==> src/ibus_rx_pkg.sv <==
// shared constants for the ibus frame receiver
package ibus_rx_pkg;

  localparam int FRAME_LENGTH = 32;
  localparam int ADDR_W       = $clog2(FRAME_LENGTH);
  localparam int SUM_BYTES    = 30;
  localparam int FIRST_CHAN   = 2;

  localparam logic [15:0] CHECK_INIT = 16'hFFFF;
  localparam logic [15:0] COUNT_MAX  = 16'hFFFF;

  localparam logic [1:0] KIND_CHANNEL  = 2'd0;
  localparam logic [1:0] KIND_CHECKSUM = 2'd1;
  localparam logic [1:0] KIND_RANGE    = 2'd2;

  localparam logic [1:0] REG_HEADER_FIRST  = 2'd0;
  localparam logic [1:0] REG_HEADER_SECOND = 2'd1;
  localparam logic [1:0] REG_MIN_VALID     = 2'd2;
  localparam logic [1:0] REG_MAX_VALID     = 2'd3;

  localparam logic [7:0]  HEADER_FIRST_RST  = 8'h20;
  localparam logic [7:0]  HEADER_SECOND_RST = 8'h40;
  localparam logic [15:0] MIN_VALID_RST     = 16'd900;
  localparam logic [15:0] MAX_VALID_RST     = 16'd2100;

endpackage

==> src/ibus_rx_byte_if.sv <==
// valid/ready channel carrying one received byte per beat
interface ibus_rx_byte_if;
  logic       valid;
  logic       ready;
  logic [7:0] rx_byte;

  modport source (output valid, output rx_byte, input ready);
  modport sink   (input valid, input rx_byte, output ready);
endinterface

==> src/ibus_rx_result_if.sv <==
// valid/ready channel carrying one decoded result per beat
interface ibus_rx_result_if;
  logic        valid;
  logic        ready;
  logic [1:0]  kind;
  logic [3:0]  channel_index;
  logic [15:0] channel_value;
  logic        last;
  logic [15:0] bad_frames;

  modport source (output valid, output kind, output channel_index, output channel_value,
                  output last, output bad_frames, input ready);
  modport sink   (input valid, input kind, input channel_index, input channel_value,
                  input last, input bad_frames, output ready);
endinterface

==> src/ibus_rx_frame_mem.sv <==
// frame byte store, one write port and one registered read port
module ibus_rx_frame_mem (
  input  logic                           clk,
  input  logic                           we,
  input  logic [ibus_rx_pkg::ADDR_W-1:0] waddr,
  input  logic [7:0]                     wdata,
  input  logic [ibus_rx_pkg::ADDR_W-1:0] raddr,
  output logic [7:0]                     rdata
);

  logic [7:0] mem [ibus_rx_pkg::FRAME_LENGTH];

  always_ff @(posedge clk) begin
    if (we) begin
      mem[waddr] <= wdata;
    end
  end

  always_ff @(posedge clk) begin
    rdata <= mem[raddr];
  end

endmodule

==> src/ibus_frame_receiver_top.sv <==
// ibus frame receiver: sync search, frame store, checksum and channel range check
//
// rx carries one received byte per beat; res carries decoded results.
// bytes that do not complete a frame are taken one per cycle. on the final
// (32nd) byte the block drops ready and runs its sequencer: a checksum compare,
// then a range pass and an emit pass over the frame store, each doing per channel
// two reads of the single store port, one word assembly, then a compare in the
// range pass or a result load in the emit pass. a bad checksum loads its error
// beat in the reject state after the checksum compare; a good frame gives one
// channel beat per channel in the emit pass. a range failure ends the range pass
// at the failing channel and gives one error beat. results wait in an output
// register; when the receiver stalls the sequencer holds before loading the next
// beat, and the next byte is taken as soon as the last beat of a frame is loaded,
// even while it still waits. reset (synchronous, active high) restores the
// registers to their defaults, clears the byte position and the bad-frame count,
// and empties the output. configuration is written through
// cfg_we/cfg_index/cfg_data while idle, a user rule the block does not enforce.
module ibus_frame_receiver_top #(
  parameter int NUM_CHANNELS = 14
) (
  input  logic                    clk,
  input  logic                    rst,
  ibus_rx_byte_if.sink            rx,
  ibus_rx_result_if.source        res,
  input  logic                    cfg_we,
  input  logic [1:0]              cfg_index,
  input  logic [15:0]             cfg_data
);

  localparam logic [2:0] S_IDLE = 3'd0;
  localparam logic [2:0] S_SUM  = 3'd1;
  localparam logic [2:0] S_RLO  = 3'd2;
  localparam logic [2:0] S_RHI  = 3'd3;
  localparam logic [2:0] S_WORD = 3'd4;
  localparam logic [2:0] S_RCMP = 3'd5;
  localparam logic [2:0] S_REJ  = 3'd6;

  localparam int AW = ibus_rx_pkg::ADDR_W;
  localparam logic [AW-1:0] FIRST_ADDR = AW'(ibus_rx_pkg::FIRST_CHAN);
  localparam logic [AW-1:0] LAST_POS   = AW'(ibus_rx_pkg::FRAME_LENGTH - 1);
  localparam logic [AW-1:0] CHK_LO_POS = AW'(ibus_rx_pkg::SUM_BYTES);
  localparam logic [3:0]    LAST_CHAN  = 4'(NUM_CHANNELS - 1);

  logic [7:0]    header_first;
  logic [7:0]    header_second;
  logic [15:0]   min_valid;
  logic [15:0]   max_valid;

  logic [2:0]    state;
  logic [AW-1:0] pos;
  logic [AW-1:0] addr;
  logic [3:0]    chan;
  logic          emit_pass;
  logic [15:0]   bad_count;
  logic [15:0]   bad_count_next;

  logic [15:0]   sum;
  logic [15:0]   chk;
  logic [7:0]    lo;
  logic [15:0]   word;
  logic [1:0]    rej_kind;

  logic          o_valid;
  logic [1:0]    o_kind;
  logic [3:0]    o_index;
  logic [15:0]   o_value;
  logic          o_last;
  logic [15:0]   o_bad;

  logic          accept;
  logic          drop_first;
  logic          drop_second;
  logic          store;
  logic          slot;
  logic          word_ok;
  logic          last_chan;
  logic          load_chan;
  logic          load_rej;
  logic [AW-1:0] raddr;
  logic [7:0]    rdata;

  assign rx.ready    = (state == S_IDLE);
  assign accept      = rx.valid && rx.ready;
  assign drop_first  = (pos == '0) && (rx.rx_byte != header_first);
  assign drop_second = (pos == AW'(1)) && (rx.rx_byte != header_second);
  assign store       = accept && !drop_first && !drop_second;

  assign slot      = !o_valid || res.ready;
  assign word_ok   = (word >= min_valid) && (word <= max_valid);
  assign last_chan = (chan == LAST_CHAN);
  assign load_chan = (state == S_RCMP) && emit_pass && slot;
  assign load_rej  = (state == S_REJ) && slot;
  assign raddr     = (state == S_RHI) ? (addr | AW'(1)) : addr;

  assign bad_count_next = (bad_count == ibus_rx_pkg::COUNT_MAX) ? bad_count
                                                                : bad_count + 16'd1;

  ibus_rx_frame_mem u_mem (
    .clk   (clk),
    .we    (store),
    .waddr (pos),
    .wdata (rx.rx_byte),
    .raddr (raddr),
    .rdata (rdata)
  );

  // control
  always_ff @(posedge clk) begin
    if (rst) begin
      header_first  <= ibus_rx_pkg::HEADER_FIRST_RST;
      header_second <= ibus_rx_pkg::HEADER_SECOND_RST;
      min_valid     <= ibus_rx_pkg::MIN_VALID_RST;
      max_valid     <= ibus_rx_pkg::MAX_VALID_RST;
      state         <= S_IDLE;
      pos           <= '0;
      addr          <= FIRST_ADDR;
      chan          <= '0;
      emit_pass     <= 1'b0;
      bad_count     <= '0;
      o_valid       <= 1'b0;
    end else begin
      if (cfg_we) begin
        unique case (cfg_index)
          ibus_rx_pkg::REG_HEADER_FIRST:  header_first  <= cfg_data[7:0];
          ibus_rx_pkg::REG_HEADER_SECOND: header_second <= cfg_data[7:0];
          ibus_rx_pkg::REG_MIN_VALID:     min_valid     <= cfg_data;
          ibus_rx_pkg::REG_MAX_VALID:     max_valid     <= cfg_data;
          default: ;
        endcase
      end

      if (load_chan || load_rej) begin
        o_valid <= 1'b1;
      end else if (res.ready) begin
        o_valid <= 1'b0;
      end

      unique case (state)
        S_IDLE: begin
          if (accept && drop_second) begin
            pos <= '0;
          end else if (store) begin
            pos <= pos + AW'(1);
            if (pos == LAST_POS) begin
              state <= S_SUM;
            end
          end
        end
        S_SUM: begin
          addr      <= FIRST_ADDR;
          chan      <= '0;
          emit_pass <= 1'b0;
          state     <= (sum != chk) ? S_REJ : S_RLO;
        end
        S_RLO:  state <= S_RHI;
        S_RHI:  state <= S_WORD;
        S_WORD: state <= S_RCMP;
        S_RCMP: begin
          if (!emit_pass) begin
            if (!word_ok) begin
              state <= S_REJ;
            end else if (last_chan) begin
              emit_pass <= 1'b1;
              chan      <= '0;
              addr      <= FIRST_ADDR;
              state     <= S_RLO;
            end else begin
              chan  <= chan + 4'd1;
              addr  <= addr + AW'(2);
              state <= S_RLO;
            end
          end else if (slot) begin
            if (last_chan) begin
              state <= S_IDLE;
            end else begin
              chan  <= chan + 4'd1;
              addr  <= addr + AW'(2);
              state <= S_RLO;
            end
          end
        end
        S_REJ: begin
          if (slot) begin
            bad_count <= bad_count_next;
            state     <= S_IDLE;
          end
        end
        default: state <= S_IDLE;
      endcase
    end
  end

  // datapath
  always_ff @(posedge clk) begin
    if (store) begin
      if (pos == '0) begin
        sum <= ibus_rx_pkg::CHECK_INIT - {8'd0, rx.rx_byte};
      end else if (pos < CHK_LO_POS) begin
        sum <= sum - {8'd0, rx.rx_byte};
      end
      if (pos == CHK_LO_POS) begin
        chk[7:0] <= rx.rx_byte;
      end
      if (pos == LAST_POS) begin
        chk[15:8] <= rx.rx_byte;
      end
    end

    if (state == S_SUM) begin
      rej_kind <= ibus_rx_pkg::KIND_CHECKSUM;
    end else if (state == S_RCMP && !emit_pass) begin
      rej_kind <= ibus_rx_pkg::KIND_RANGE;
    end

    if (state == S_RHI) begin
      lo <= rdata;
    end
    if (state == S_WORD) begin
      word <= {rdata, lo};
    end

    if (load_chan) begin
      o_kind  <= ibus_rx_pkg::KIND_CHANNEL;
      o_index <= chan;
      o_value <= word;
      o_last  <= last_chan;
      o_bad   <= bad_count;
    end else if (load_rej) begin
      o_kind  <= rej_kind;
      o_index <= '0;
      o_value <= '0;
      o_last  <= 1'b1;
      o_bad   <= bad_count_next;
    end
  end

  assign res.valid         = o_valid;
  assign res.kind          = o_kind;
  assign res.channel_index = o_index;
  assign res.channel_value = o_value;
  assign res.last          = o_last;
  assign res.bad_frames    = o_bad;

`ifndef NO_ASSERTIONS
  a_bad_count_monotone: assert property (@(posedge clk) disable iff (rst)
    1'b1 |=> bad_count >= $past(bad_count))
    else $error("bad-frame count went down");

  a_error_is_last: assert property (@(posedge clk) disable iff (rst)
    (res.valid && res.kind != ibus_rx_pkg::KIND_CHANNEL) |-> res.last)
    else $error("error beat not marked last");

  a_index_in_range: assert property (@(posedge clk) disable iff (rst)
    (res.valid && res.kind == ibus_rx_pkg::KIND_CHANNEL) |-> res.channel_index <= LAST_CHAN)
    else $error("channel index beyond channel count");

  a_frame_end_checks: assert property (@(posedge clk) disable iff (rst)
    (accept && pos == LAST_POS) |=> state == S_SUM)
    else $error("final byte did not start the frame check");
`endif

endmodule
==> src/flat_wrapper.sv <==
// flat-port wrapper written by rule: the top's interface ports become plain ports
module ibus_frame_receiver_top_flat 
#(
  parameter int NUM_CHANNELS = 14
)
  (clk, rst, cfg_we, cfg_index, cfg_data, rx_valid, rx_rx_byte, rx_ready, res_valid, res_kind, res_channel_index, res_channel_value, res_last, res_bad_frames, res_ready);
  ibus_rx_byte_if rx_i ();
  ibus_rx_result_if res_i ();
  input  logic clk;
  input  logic rst;
  input  logic cfg_we;
  input  logic [1:0] cfg_index;
  input  logic [15:0] cfg_data;
  input wire logic [$bits(rx_i.valid)-1:0] rx_valid;
  input wire logic [$bits(rx_i.rx_byte)-1:0] rx_rx_byte;
  output wire logic [$bits(rx_i.ready)-1:0] rx_ready;
  output wire logic [$bits(res_i.valid)-1:0] res_valid;
  output wire logic [$bits(res_i.kind)-1:0] res_kind;
  output wire logic [$bits(res_i.channel_index)-1:0] res_channel_index;
  output wire logic [$bits(res_i.channel_value)-1:0] res_channel_value;
  output wire logic [$bits(res_i.last)-1:0] res_last;
  output wire logic [$bits(res_i.bad_frames)-1:0] res_bad_frames;
  input wire logic [$bits(res_i.ready)-1:0] res_ready;
  assign rx_i.valid = rx_valid;
  assign rx_i.rx_byte = rx_rx_byte;
  assign rx_ready = rx_i.ready;
  assign res_valid = res_i.valid;
  assign res_kind = res_i.kind;
  assign res_channel_index = res_i.channel_index;
  assign res_channel_value = res_i.channel_value;
  assign res_last = res_i.last;
  assign res_bad_frames = res_i.bad_frames;
  assign res_i.ready = res_ready;
  ibus_frame_receiver_top #(.NUM_CHANNELS(NUM_CHANNELS)) u_core (.clk(clk), .rst(rst), .rx(rx_i), .res(res_i), .cfg_we(cfg_we), .cfg_index(cfg_index), .cfg_data(cfg_data));
endmodule
==> config.mk <==
export PLATFORM = sky130hd
export DESIGN_NAME = ibus_frame_receiver_top_flat
export DESIGN_NICKNAME = d
export VERILOG_FILES = /design/src/ibus_rx_pkg.sv /design/src/ibus_rx_byte_if.sv /design/src/ibus_rx_result_if.sv /design/src/ibus_rx_frame_mem.sv /design/src/ibus_frame_receiver_top.sv /design/src/flat_wrapper.sv
export SDC_FILE = /design/constraint.sdc
export NUM_CORES = 1
export LEC_CHECK = 0
export BUFFER_PORTS_ARGS = -buffer_cell sky130_fd_sc_hd__clkbuf_2
export CAP_MARGIN = 25
export CORE_AREA = 2 2 177 179
export CTS_CLUSTER_DIAMETER = 100
export DETAILED_ROUTE_END_ITERATION = 8
export DIE_AREA = 0 0 179 181
export PLACE_DENSITY_LB_ADDON = 0.12
export SYNTH_ARGS = -nofsm -noshare
export SYNTH_HDL_FRONTEND = slang
export SYNTH_HIERARCHICAL = 1
export SYNTH_SLANG_ARGS = --single-unit
==> constraint.sdc <==
create_clock -name clk -period 3.3 [get_ports clk]
set_input_delay 0.495 -clock clk [delete_from_list [all_inputs] [get_ports clk]]
set_output_delay 0.495 -clock clk [all_outputs]
set_load 0.1 [all_outputs]
==> flow_summary.toml <==
[status]
status = "completed"

[synthesis]
synth_edf_count = 349
yosys_most_used_dff = "edfxtp_1"
synth_fp_nets = 1356
syn-mean-instance-area_um2 = 14.7
synth-seq-cells = 443
ys_warn_count = 6
synthCells = 1275
synthDistinctLibCells = 60
netlist_area_mm2 = 0.0187
synth_area_leader_cell = "edfxtp_1"
synthArstFlopShare_pct = 0
yosys-top-cells-area = "edfxtp_1, dfxtp_1, mux4_2"
yosysSeqAreaShare_pct = 66.1
synth_top_area_share_pct = 56.0

[setup_path]
cpPeakStageDelay_ns = 0.60
crit_buf_inv = 2
cp-end-kind = "flop"
worstSetupPathType = "flop to flop"
path_cells = "inv_1, ha_1, and2_1, o21ai_0, and3_1, or3b_2, nor2_1, buf_4"
startpoint_type = "flop"
cp_max_fo = 12
critPathRequiredTime_ns = 3.56
setup.worst_path.start = "u_core/pos[0]"
rr_startpoint = "u_core/pos[0]"
cp_top_family = "simple AND/OR/NAND/NOR gates"
critPathSlowestCell = "or3b_2"
arrival_ns = 3.13

[floorplanning]
rows = 64
initial_utilization_pct = 61.6
core-area_mm2 = 0.0303
die_h_um = 181
ioPinCount = 72
die-area_mm2 = 0.0324
fp.dieW_um = 179

[sta]
finalCriticalPeriod_ns = 2.88
rsz0062_at_grt = "false"
hold_slack_ns = 0.196
tns_ns = 0
slew_viol_final = 0
worst_pin_slew_ns = 0.970
slew_headroom_pct = 35.2
hold_viol = 0
fmax_mhz = 347
setup_viol = 0
fin_crit_sh_pct = 87.3
finalClockSkew_ns = 0.0236

[place]
io_buffer_count = 71
place_hpwl_um = 27100
place.gp.congestion = 0.856

[grt]
grt_overflow = 0
grt_pass1_wl_um = 62500
grt_pass1_vias = 10984
grt_max_degree = 68
antenna_found_initial = 1
grt_use_total_pct = 25.6

[clock_network]
path_clk_slew_ns = 0.06
cts_buffer_depth = 3
post-cts-setup-buffers = 0
tritoncts = "done"
insertion_delay_ns = 0.55
clock-sinks = 443
cts-resized-gates = 0
cts_max_level = 2
hold_buffers = 0
cts_buffers = 45
cts_root_buf = "clkbuf_16"

[power_and_ir_drop]
ir_drop_uv = 516
power_density_mw_per_mm2 = 561
p_leak_uw = 0.00745
power.total_uw = 12100

[flow_run]
max_cap_viol_count = 0

[layout]
multiInputGateArea_mm2 = 0.00592
drive_gt1_share_pct = 23.1
seq_area_mm2 = 0.0124
fillers = 2010
finalNetCount = 1499
area_growth_pct = 15.5
diodes = 0

[detailed_routing]
routed_wirelength_um = 40600
drc_errors = 0
first_pass_iters = 5
vias = 11144
drt_iter0_markers = 942
viasPerCell = 6.02
antenna_left = 0
wl_per_cell_um = 22.0

[min_path]
min-delay-start = "cfg_data[12]"
hold_path_class = "input port to flop"
==> final timing paths <==
check	cells after the start	to	slack (ns)
worst max-delay path	8	u_core/u_mem/mem[24][6]	0.42
worst min register to register	0	u_core/word[0]	0.42
worst min-delay path	3	u_core/min_valid[12]	0.20
worst max register to register	8	u_core/u_mem/mem[24][6]	0.42
==> power breakdown <==
group          leakage [µW]  total (µW)  internal, µW  switching, µW
clock network      0.000793        5520          3410           2100
logic               0.00274         509           157            351
registers           0.00392        6090          6060           36.7
total               0.00745       12100          9630           2490
==> layout by cell type, fill, tap and decap left out, drive strengths merged, types with 14 or more instances in the layout <==
cell,netlist,final
clkbuf,30,126
buf,21,76
o21ai,37,37
nor3,15,15
and2,21,21
mux2i,16,16
nand3,32,32
mux4,80,80
dfxtp,94,94
nand4,14,14
clkinv,0,15
a21oi,64,64
xor2,27,27
nor2,97,97
edfxtp,349,349
inv,57,57
xnor2,27,27
nand2,108,108
ha,49,49
or3,16,16
==> state kept, by name, summed over array words and instances, names as in the netlist <==
name / flops
u_core/chk: 16
u_core/res.valid: 1
u_core/u_mem/rdata: 8
u_core/emit_pass: 1
u_core/res.bad_frames: 16
u_core/sum: 16
u_core/rej_kind: 2
u_core/res.channel_index: 4
u_core/header_second: 8
u_core/word: 16
u_core/min_valid: 16
u_core/state: 3
u_core/res.channel_value: 16
u_core/header_first: 8
u_core/bad_count: 16
u_core/res.last: 1
u_core/pos: 5
u_core/chan: 4
u_core/max_valid: 16
u_core/lo: 8
u_core/res.kind: 2
u_core/u_mem/mem: 256
u_core/addr: 4
==> cell usage after synthesis, types with 2 or more instances <==
cell and number:
o211ai_1 9, a21boi_0 2, o21a_1 3, and3_1 11, o31ai_1 5, o21ai_0 37, nor3b_1 3, buf_4 6
nand2b_1 5, xnor2_1 27, or3_1 16, clkbuf_1 30, or2_2 6, nor3_1 15, o32ai_1 3, o2111ai_1 4
xor2_1 27, nand3b_1 5, edfxtp_1 349, a2111o_1 2, a211oi_1 5, nand4_1 13, nor4_1 7, a221oi_1 2
a21oi_1 64, inv_1 56, mux2_2 11, a31oi_1 4, or3b_2 6, mux4_2 80, buf_1 10, and4_1 3
mux2i_1 16, buf_2 4, nand3_1 32, nor2_1 97, or4_1 4, and2_1 21, ha_1 49, nor2b_1 6
nand2_1 108, dfxtp_1 94
==> cell type report <==
class,count,area share [%]
clock inverter,28,1.92
multi-input combinational,724,27.4
sequential,443,57.2
tap,396,2.29
clock buffer,55,5.63
inverter,57,0.991
timing repair buffer,147,4.52
==> layer usage <==
metal	vias to the layer above	global-route usage [%]	wire (µm)
met5	-	0	13
li1	5116	-	-
met4	2	8.85	1370
met3	90	3.85	2610
met1	5505	36.4	17300
met2	431	40.6	19400
==> metrics by stage <==
step / util (%) / setup slack [ns] / instance area, µm² / cells
floorplan: - / 0.0732 / 18700 / 1275
detailed placement: 65.8 / 0.297 / 20000 / 1767
global placement: 65.8 / 0.356 / 20000 / 1767
finish: 71.2 / 0.421 / 21600 / 1850
CTS: 71.2 / 0.490 / 21600 / 1850
global route: 71.2 / 0.304 / 21600 / 1850
==> worst register-to-register path: cells and delay by family, from the launching register on <==
family                     cells  cell delay, ns
AOI/OAI and AO/OA              1            0.16
adders and majority gates      1            0.23
buffers and inverters          2            0.36
DFF                            1            0.48
and+or+nand+nor                4            1.37
==> cells by family (layout without fill, tap and decap cells) <==
family | Yosys count | count (layout) | synth area share (%)
AOI/OAI and AO/OA | 149 | 149 | 4.88
DFF | 443 | 443 | 66.1
and+or+nand+nor | 364 | 364 | 9.59
adders and majority gates | 50 | 50 | 3.39
muxes | 107 | 107 | 11.2
buffers and inverters | 108 | 287 | 2.36
xor gates and xnor gates | 54 | 54 | 2.53
Note: power is estimated with default switching activity, not from simulation.
